==> src/vpr_pkg.sv <==
// ----------------------------------------------------------------------------
// vpr_pkg: shared types and constants for the version payload relay check
// Parse phases, relay byte codes, register indexes and field offsets.
// ----------------------------------------------------------------------------
`default_nettype none

package vpr_pkg;

  // Configuration register indexes
  localparam int CfgIdxW = 3;
  localparam logic [CfgIdxW-1:0] CFG_MIN_PROTO_VERSION   = 3'd0;
  localparam logic [CfgIdxW-1:0] CFG_BLOCK_RELAY_ONLY    = 3'd1;
  localparam logic [CfgIdxW-1:0] CFG_FEELER_CONN         = 3'd2;
  localparam logic [CfgIdxW-1:0] CFG_ADDR_FETCH_CONN     = 3'd3;
  localparam logic [CfgIdxW-1:0] CFG_IGNORE_INCOMING_TXS = 3'd4;

  localparam int CfgDataW = 32;
  localparam int MinVerW  = 31;
  localparam logic [MinVerW-1:0] MIN_VERSION_RESET = 31'd70016;

  // Payload layout
  localparam int PosW    = 17;
  localparam int LenW    = 16;
  localparam int VerW    = 32;
  localparam int LenOffset = 4 + 8 + 8 + 26 + 26 + 8;
  localparam logic [PosW-1:0] POS_LAST_HEADER = PosW'(LenOffset - 1);
  localparam logic [PosW-1:0] POS_EXT_LOW     = PosW'(LenOffset + 1);
  localparam logic [PosW-1:0] POS_VER_DONE    = PosW'(4);
  localparam logic [PosW-1:0] POS_MAX         = {PosW{1'b1}};
  localparam logic [LenW-1:0] HEIGHT_LEN      = LenW'(4);

  // Length prefix codes
  localparam logic [7:0] LEN_PREFIX_16 = 8'hfd;

  typedef enum logic [2:0] {
    PH_HEADER = 3'd0,
    PH_LENGTH = 3'd1,
    PH_EXT    = 3'd2,
    PH_AGENT  = 3'd3,
    PH_HEIGHT = 3'd4,
    PH_RELAY  = 3'd5,
    PH_DONE   = 3'd6,
    PH_BAD    = 3'd7
  } phase_t;

  typedef enum logic [1:0] {
    RELAY_ABSENT  = 2'd0,
    RELAY_ZERO    = 2'd1,
    RELAY_NONZERO = 2'd2
  } relay_t;

endpackage

`default_nettype wire

==> src/version_payload_relay_offer_check.sv <==
// ----------------------------------------------------------------------------
// version_payload_relay_offer_check
// Walks a peer version payload one byte per word, captures the protocol
// version and relay byte, and reports parse status and the offer decision.
// ----------------------------------------------------------------------------
//
//  channel | handshake            | payload
//  --------+----------------------+---------------------------------------------
//  in      | in_valid / in_stall  | payload_byte, last_byte
//  out     | out_valid / out_stall| status, proto_version, relays_txs,
//          |                      | offer_allowed
//  cfg     | cfg_valid / cfg_ready| cfg_index, cfg_data
//
//  One byte is taken per cycle while in_stall is low; the parse state registers take each byte.
//  A last byte's result is registered in the output register, valid in the cycle after it.
//  Input stalls only while a result sits in the output register and is stalled.
//  rst is synchronous: parse state clears; config registers and out_valid return to defaults.
//  cfg_ready is always high; a write goes straight into its config register.
`default_nettype none

module version_payload_relay_offer_check (
  input  wire logic                          clk,
  input  wire logic                          rst,
  input  wire logic                          in_valid,
  output logic                               in_stall,
  input  wire logic [7:0]                    payload_byte,
  input  wire logic                          last_byte,
  output logic                               out_valid,
  input  wire logic                          out_stall,
  output logic                               status,
  output logic [31:0]                        proto_version,
  output logic                               relays_txs,
  output logic                               offer_allowed,
  input  wire logic                          cfg_valid,
  output logic                               cfg_ready,
  input  wire logic [vpr_pkg::CfgIdxW-1:0]   cfg_index,
  input  wire logic [vpr_pkg::CfgDataW-1:0]  cfg_data
);
  import vpr_pkg::*;

  // Configuration registers
  logic [MinVerW-1:0] min_proto_version;
  logic               block_relay_only;
  logic               feeler_conn;
  logic               addr_fetch_conn;
  logic               ignore_incoming_txs;

  // Parse state
  phase_t           parse_phase, parse_phase_next;
  logic [PosW-1:0]  byte_position, byte_position_next;
  logic [VerW-1:0]  version_word, version_word_next;
  logic [LenW-1:0]  agent_length, agent_length_next;
  relay_t           relay_seen, relay_seen_next;

  logic             in_take;
  logic             res_ok, res_relays, res_offer;
  logic [VerW-1:0]  res_version;
  logic [LenW-1:0]  len_dec;
  logic [LenW-1:0]  ext_len;

  assign cfg_ready = 1'b1;
  assign in_stall  = out_valid && out_stall;
  assign in_take   = in_valid && !in_stall;
  assign len_dec   = agent_length - LenW'(1);
  assign ext_len   = {payload_byte, agent_length[7:0]};

  // Config writes
  always_ff @(posedge clk) begin
    if (rst) begin
      min_proto_version   <= MIN_VERSION_RESET;
      block_relay_only    <= 1'b0;
      feeler_conn         <= 1'b0;
      addr_fetch_conn     <= 1'b0;
      ignore_incoming_txs <= 1'b0;
    end else if (cfg_valid && cfg_ready) begin
      case (cfg_index)
        CFG_MIN_PROTO_VERSION:   min_proto_version   <= cfg_data[MinVerW-1:0];
        CFG_BLOCK_RELAY_ONLY:    block_relay_only    <= cfg_data[0];
        CFG_FEELER_CONN:         feeler_conn         <= cfg_data[0];
        CFG_ADDR_FETCH_CONN:     addr_fetch_conn     <= cfg_data[0];
        CFG_IGNORE_INCOMING_TXS: ignore_incoming_txs <= cfg_data[0];
        default: ;
      endcase
    end
  end

  // Byte walk: next parse state for the incoming byte
  always_comb begin
    parse_phase_next  = parse_phase;
    version_word_next = version_word;
    agent_length_next = agent_length;
    relay_seen_next   = relay_seen;
    byte_position_next = (byte_position != POS_MAX) ? byte_position + PosW'(1)
                                                    : byte_position;
    case (parse_phase)
      PH_HEADER: begin
        if (byte_position < POS_VER_DONE) begin
          version_word_next[8*byte_position[1:0] +: 8] =
            version_word[8*byte_position[1:0] +: 8] | payload_byte;
        end
        if (byte_position >= POS_LAST_HEADER) parse_phase_next = PH_LENGTH;
      end
      PH_LENGTH: begin
        if (payload_byte < LEN_PREFIX_16) begin
          if (payload_byte == 8'd0) begin
            parse_phase_next  = PH_HEIGHT;
            agent_length_next = HEIGHT_LEN;
          end else begin
            parse_phase_next  = PH_AGENT;
            agent_length_next = LenW'(payload_byte);
          end
        end else if (payload_byte == LEN_PREFIX_16) begin
          agent_length_next = '0;
          parse_phase_next  = PH_EXT;
        end else begin
          parse_phase_next = PH_BAD;
        end
      end
      PH_EXT: begin
        if (byte_position == POS_EXT_LOW) begin
          agent_length_next = LenW'(payload_byte);
        end else if (ext_len == '0) begin
          parse_phase_next  = PH_HEIGHT;
          agent_length_next = HEIGHT_LEN;
        end else begin
          parse_phase_next  = PH_AGENT;
          agent_length_next = ext_len;
        end
      end
      PH_AGENT: begin
        if (len_dec == '0) begin
          parse_phase_next  = PH_HEIGHT;
          agent_length_next = HEIGHT_LEN;
        end else begin
          agent_length_next = len_dec;
        end
      end
      PH_HEIGHT: begin
        agent_length_next = len_dec;
        if (len_dec == '0) parse_phase_next = PH_RELAY;
      end
      PH_RELAY: begin
        relay_seen_next  = (payload_byte != 8'd0) ? RELAY_NONZERO : RELAY_ZERO;
        parse_phase_next = PH_DONE;
      end
      default: ;
    endcase
  end

  // Result for a last byte, taken from the updated state
  always_comb begin
    res_ok      = (parse_phase_next == PH_RELAY) || (parse_phase_next == PH_DONE);
    res_version = (byte_position_next >= POS_VER_DONE) ? version_word_next : '0;
    if (!res_ok)                          res_relays = 1'b0;
    else if (parse_phase_next == PH_DONE) res_relays = (relay_seen_next == RELAY_NONZERO);
    else                                  res_relays = 1'b1;
    res_offer = res_ok && res_relays && !res_version[VerW-1] &&
                (res_version[MinVerW-1:0] >= min_proto_version) &&
                !block_relay_only && !feeler_conn && !addr_fetch_conn &&
                !ignore_incoming_txs;
  end

  // Parse state registers; a last byte restarts the walk
  always_ff @(posedge clk) begin
    if (rst) begin
      parse_phase   <= PH_HEADER;
      byte_position <= '0;
      version_word  <= '0;
      agent_length  <= '0;
      relay_seen    <= RELAY_ABSENT;
    end else if (in_take) begin
      if (last_byte) begin
        parse_phase   <= PH_HEADER;
        byte_position <= '0;
        version_word  <= '0;
        agent_length  <= '0;
        relay_seen    <= RELAY_ABSENT;
      end else begin
        parse_phase   <= parse_phase_next;
        byte_position <= byte_position_next;
        version_word  <= version_word_next;
        agent_length  <= agent_length_next;
        relay_seen    <= relay_seen_next;
      end
    end
  end

  // Output register
  always_ff @(posedge clk) begin
    if (rst) begin
      out_valid <= 1'b0;
    end else if (in_take && last_byte) begin
      out_valid <= 1'b1;
    end else if (!out_stall) begin
      out_valid <= 1'b0;
    end
  end

  always_ff @(posedge clk) begin
    if (in_take && last_byte) begin
      status        <= !res_ok;
      proto_version <= res_version;
      relays_txs    <= res_relays;
      offer_allowed <= res_offer;
    end
  end

  // Checks
  a_last_gives_word: assert property (@(posedge clk) disable iff (rst)
    (in_valid && !in_stall && last_byte) |=> out_valid)
    else $error("last byte accepted but no result word");

  a_no_spurious_word: assert property (@(posedge clk) disable iff (rst)
    (!out_valid && !(in_valid && !in_stall && last_byte)) |=> !out_valid)
    else $error("result word without a last byte");

  a_offer_needs_ok: assert property (@(posedge clk) disable iff (rst)
    (out_valid && offer_allowed) |-> (!status && relays_txs))
    else $error("offer on malformed or non-relaying payload");

  a_bad_no_relay: assert property (@(posedge clk) disable iff (rst)
    (out_valid && status) |-> !relays_txs)
    else $error("relay flag set on malformed payload");

endmodule

`default_nettype wire
==> config.mk <==
export PLATFORM = sky130hd
export DESIGN_NAME = version_payload_relay_offer_check
export DESIGN_NICKNAME = d
export VERILOG_FILES = /design/src/vpr_pkg.sv /design/src/version_payload_relay_offer_check.sv
export SDC_FILE = /design/constraint.sdc
export NUM_CORES = 1
export LEC_CHECK = 0
export BUFFER_PORTS_ARGS = -buffer_cell sky130_fd_sc_hd__buf_2
export CAP_MARGIN = 20
export CORE_MARGIN = 8
export CORE_UTILIZATION = 45
export CTS_CLUSTER_SIZE = 12
export DETAILED_ROUTE_END_ITERATION = 16
export HOLD_SLACK_MARGIN = 0.12
export PLACE_DENSITY = 0.63
export SLEW_MARGIN = 10
export SYNTH_ARGS = -nofsm -noshare
export SYNTH_HDL_FRONTEND = slang
export SYNTH_SLANG_ARGS = --single-unit
==> constraint.sdc <==
create_clock -name clk -period 6.42 [get_ports clk]
set_input_delay 0.963 -clock clk [delete_from_list [all_inputs] [get_ports clk]]
set_output_delay 0.963 -clock clk [all_outputs]
set_load 0.1 [all_outputs]
==> flow_metrics.env <==
export IMPL_slew_viol_final=0
export IMPL_dr_total_vias=7405
export IMPL_placementRows=49
export IMPL_max_freq_ghz=0.182
export IMPL_ys_async_sr_fraction_pct=0
export IMPL_p_leak_uw=0.00351
export IMPL_yosys_warnings=0
export IMPL_gp_congestion=0.877
export IMPL_grt_pass1_wl_um=36200
export IMPL_whs_endpoint="min_proto_version[26]"
export IMPL_postRouteAntennaNets=0
export IMPL_core_sq_um=17900
export IMPL_grt_max_degree=81
export IMPL_p_per_area_nw_per_um2=234
export IMPL_clk_path_buf_depth=2
export IMPL_wl_um=22200
export IMPL_hold_depth=2
export IMPL_numPortBuffers=84
export IMPL_drc_errors=0
export IMPL_met3_length_um=1170
export IMPL_synth_seq_cells=141
export IMPL_numCtsBuffers=17
export IMPL_met2WireLength_um=9980
export IMPL_cts_root_buf="clkbuf_16"
export IMPL_worstPathCellList="buf_4, ha_1, and3_1, nand4_1, o211ai_1, nor3b_1, o21ai_1, nor4_4, buf_4, nor2_1, ha_1, a21o_1, a221o_1, a2111oi_0, a21boi_0, o31ai_1, o2111a_1"
export IMPL_post_drt_wl_per_cell_um=17.5
export IMPL_ir_drop_mv=0.224
export IMPL_critPathSlowestCell="nor4_4"
export IMPL_setup_viol=0
export IMPL_tns_ns=0
export IMPL_place_hpwl_um=16000
export IMPL_ff2ff_path_depth=17
export IMPL_dr_max_layer_used="met4"
export IMPL_crit_path_start_kind="flop"
export IMPL_drive_gt1_share_pct=15.2
export IMPL_ios=87
export IMPL_avgSynthCellArea_sq_um=8.30
export IMPL_skew_ns=0.0100
export IMPL_worstPathArrival_ns=5.68
export IMPL_synth_edf_count=35
export IMPL_worstMarginPinSlew_ns=0.948
export IMPL_hp_class="reg -> reg"
export IMPL_netlist_area_sq_um=8200
export IMPL_cts_sinks=141
export IMPL_dp_cells=1240
export IMPL_layout_setup_ws_ns=0.919
export IMPL_yosysTopAreaCell="dfxtp_1"
export IMPL_cts_setup_buffers=0
export IMPL_drv_cap=0
export IMPL_hold_buffers=0
export IMPL_cp_end_kind="flop"
export IMPL_synth_cells=988
export IMPL_fin_util_pct=52.0
export IMPL_final_cells=1272
export IMPL_area_growth_pct=13.5
export IMPL_rsz0062_at_grt="no"
export IMPL_cp_required_ns=6.60
export IMPL_start_util_pct=45.8
export IMPL_diodes=0
export IMPL_grt_overflow=0
export IMPL_fin_nets=1119
export IMPL_path_clk_slew_ns=0.07
export IMPL_synthesis_nets=1077
export IMPL_max_slew_margin_rel_pct=36.7
export IMPL_die_x_um=151
export IMPL_die_area_sq_um=22800
export IMPL_vias_per_cell=5.82
export IMPL_yosysUniqueCellTypes=68
export IMPL_status="completed"
export IMPL_r2r_setup_slack_ns=0.92
export IMPL_grt_usage_pct=19.8
export IMPL_path_max_fanout=19
export IMPL_cts_max_level=4
export IMPL_synth_ff_type="dfxtp_1"
export IMPL_antenna_found_initial=0
export IMPL_detail_route_iter0_violations=496
export IMPL_synth_area_leaders="dfxtp_1, edfxtp_1, ha_1"
export IMPL_r2r_end="offer_allowed"
export IMPL_synth_commonest_cells="nor2_1, nand2_1, dfxtp_1, a21oi_1, a22oi_1"
export IMPL_synth_top_area_share_pct=25.9
export IMPL_cts_resized=0
export IMPL_synth_most_common_cell="nor2_1"
export IMPL_detail_route_first_pass_iterations=5
export IMPL_cts_tree="done"
export IMPL_dp_slack_ns=1.00
export IMPL_cp_slowest_stage_delay_ns=0.47
export IMPL_fin_crit_sh_pct=85.7
export IMPL_critPathKind="reg -> reg"
export IMPL_insertion_delay_ns=0.43
export IMPL_die_h_um=151
export IMPL_hold_violations=0
export IMPL_worstHoldStart="min_proto_version[26]"
export IMPL_grt_pass1_vias=7068
export IMPL_drt_met1_wl_um=10800
export IMPL_fin_crit_ns=5.50
export IMPL_synth_yosys_seq_area_share_pct=38.7
export IMPL_r2r_start="byte_position[0]"
==> where the power goes <==
part	internal (uW)	total [uW]	switching, uW	leakage [uW]
clock network	556	1000	446	0.000293
logic	64.8	243	178	0.00202
registers	924	934	9.34	0.00119
==> flip-flops by register name, indices dropped and copies added (netlist names) <==
name,cells
proto_version,32
version_word,32
min_proto_version,31
byte_position,17
agent_length,16
parse_phase,3
relay_seen,2
addr_fetch_conn,1
block_relay_only,1
feeler_conn,1
ignore_incoming_txs,1
offer_allowed,1
out_valid,1
relays_txs,1
status,1
==> area by class of cell <==
type / count / area [sq um]
fillers: 1737 / 8590
multi-input cells: 726 / 4560
flip-flops and latches: 141 / 3170
repair buffers: 95 / 505
clock buffers: 17 / 425
well taps: 229 / 287
inverters: 49 / 184
clock inverters: 15 / 174
==> layer usage <==
layer | vias to the layer above | GRT usage (%)
met5 | - | 0
met4 | 0 | 6.33
met3 | 24 | 4.21
met2 | 190 | 30.3
met1 | 3523 | 27.2
li1 | 3668 | -
==> worst max-delay path by stage <==
stage	start	endpoint	cells after the start
finish	byte_position[0]	offer_allowed	17
global route	byte_position[0]	offer_allowed	17
CTS	byte_position[0]	offer_allowed	17
detailed placement	byte_position[0]	offer_allowed	17
global placement	byte_position[0]	offer_allowed	17
floorplan	byte_position[0]	offer_allowed	16
==> placed cells by master, fill, tap and decap left out, types with 7 or more instances in the layout <==
master	Yosys	routed
o31ai_1	9	9
nor3b_1	18	18
xnor2_1	7	7
a22oi_1	57	57
a21o_1	17	17
buf_2	11	83
nand3_1	22	22
and2_1	10	10
nand4_1	16	16
clkbuf_16	0	17
inv_1	49	49
ha_1	40	40
nand2_1	112	112
or2_2	12	12
nor2_1	123	122
a21oi_1	88	88
mux4_2	8	8
or3_1	10	10
o21ai_0	26	26
or4_1	7	7
nor4_1	13	13
buf_4	1	12
nor3_1	23	23
edfxtp_1	35	35
dfxtp_1	106	106
==> cell families after synthesis <==
| logic type | share of synthesized area, % |
|---|---|
| AND/OR/NAND/NOR | 23.8 |
| AO/OA/AOI/OAI | 21.6 |
| other | 0.0457 |
| multiplexers | 2.93 |
| XOR/XNOR | 0.961 |
| adder cells (fa/ha/maj) | 6.10 |
| buffers and inverters | 5.93 |
| flip-flops | 38.7 |
==> worst max-delay path, delay by kind of cell, from the launching register on <==
family          cells  cell delay, ns
simple gates        5            1.52
buf+inv             2            0.55
compound gates      8            2.39
fa+ha+maj           2            0.46
flops               1            0.31
==> through the flow <==
stage	hold slack [ns]	power [uW]	instance area, sq um
floorplan	0.436	1130	8200
global placement	0.444	1190	8710
detailed placement	0.447	1190	8710
CTS	0.456	2190	9310
global route	0.474	2250	9310
finish	0.454	2180	9310
Power figures use the tool's default switching activity.
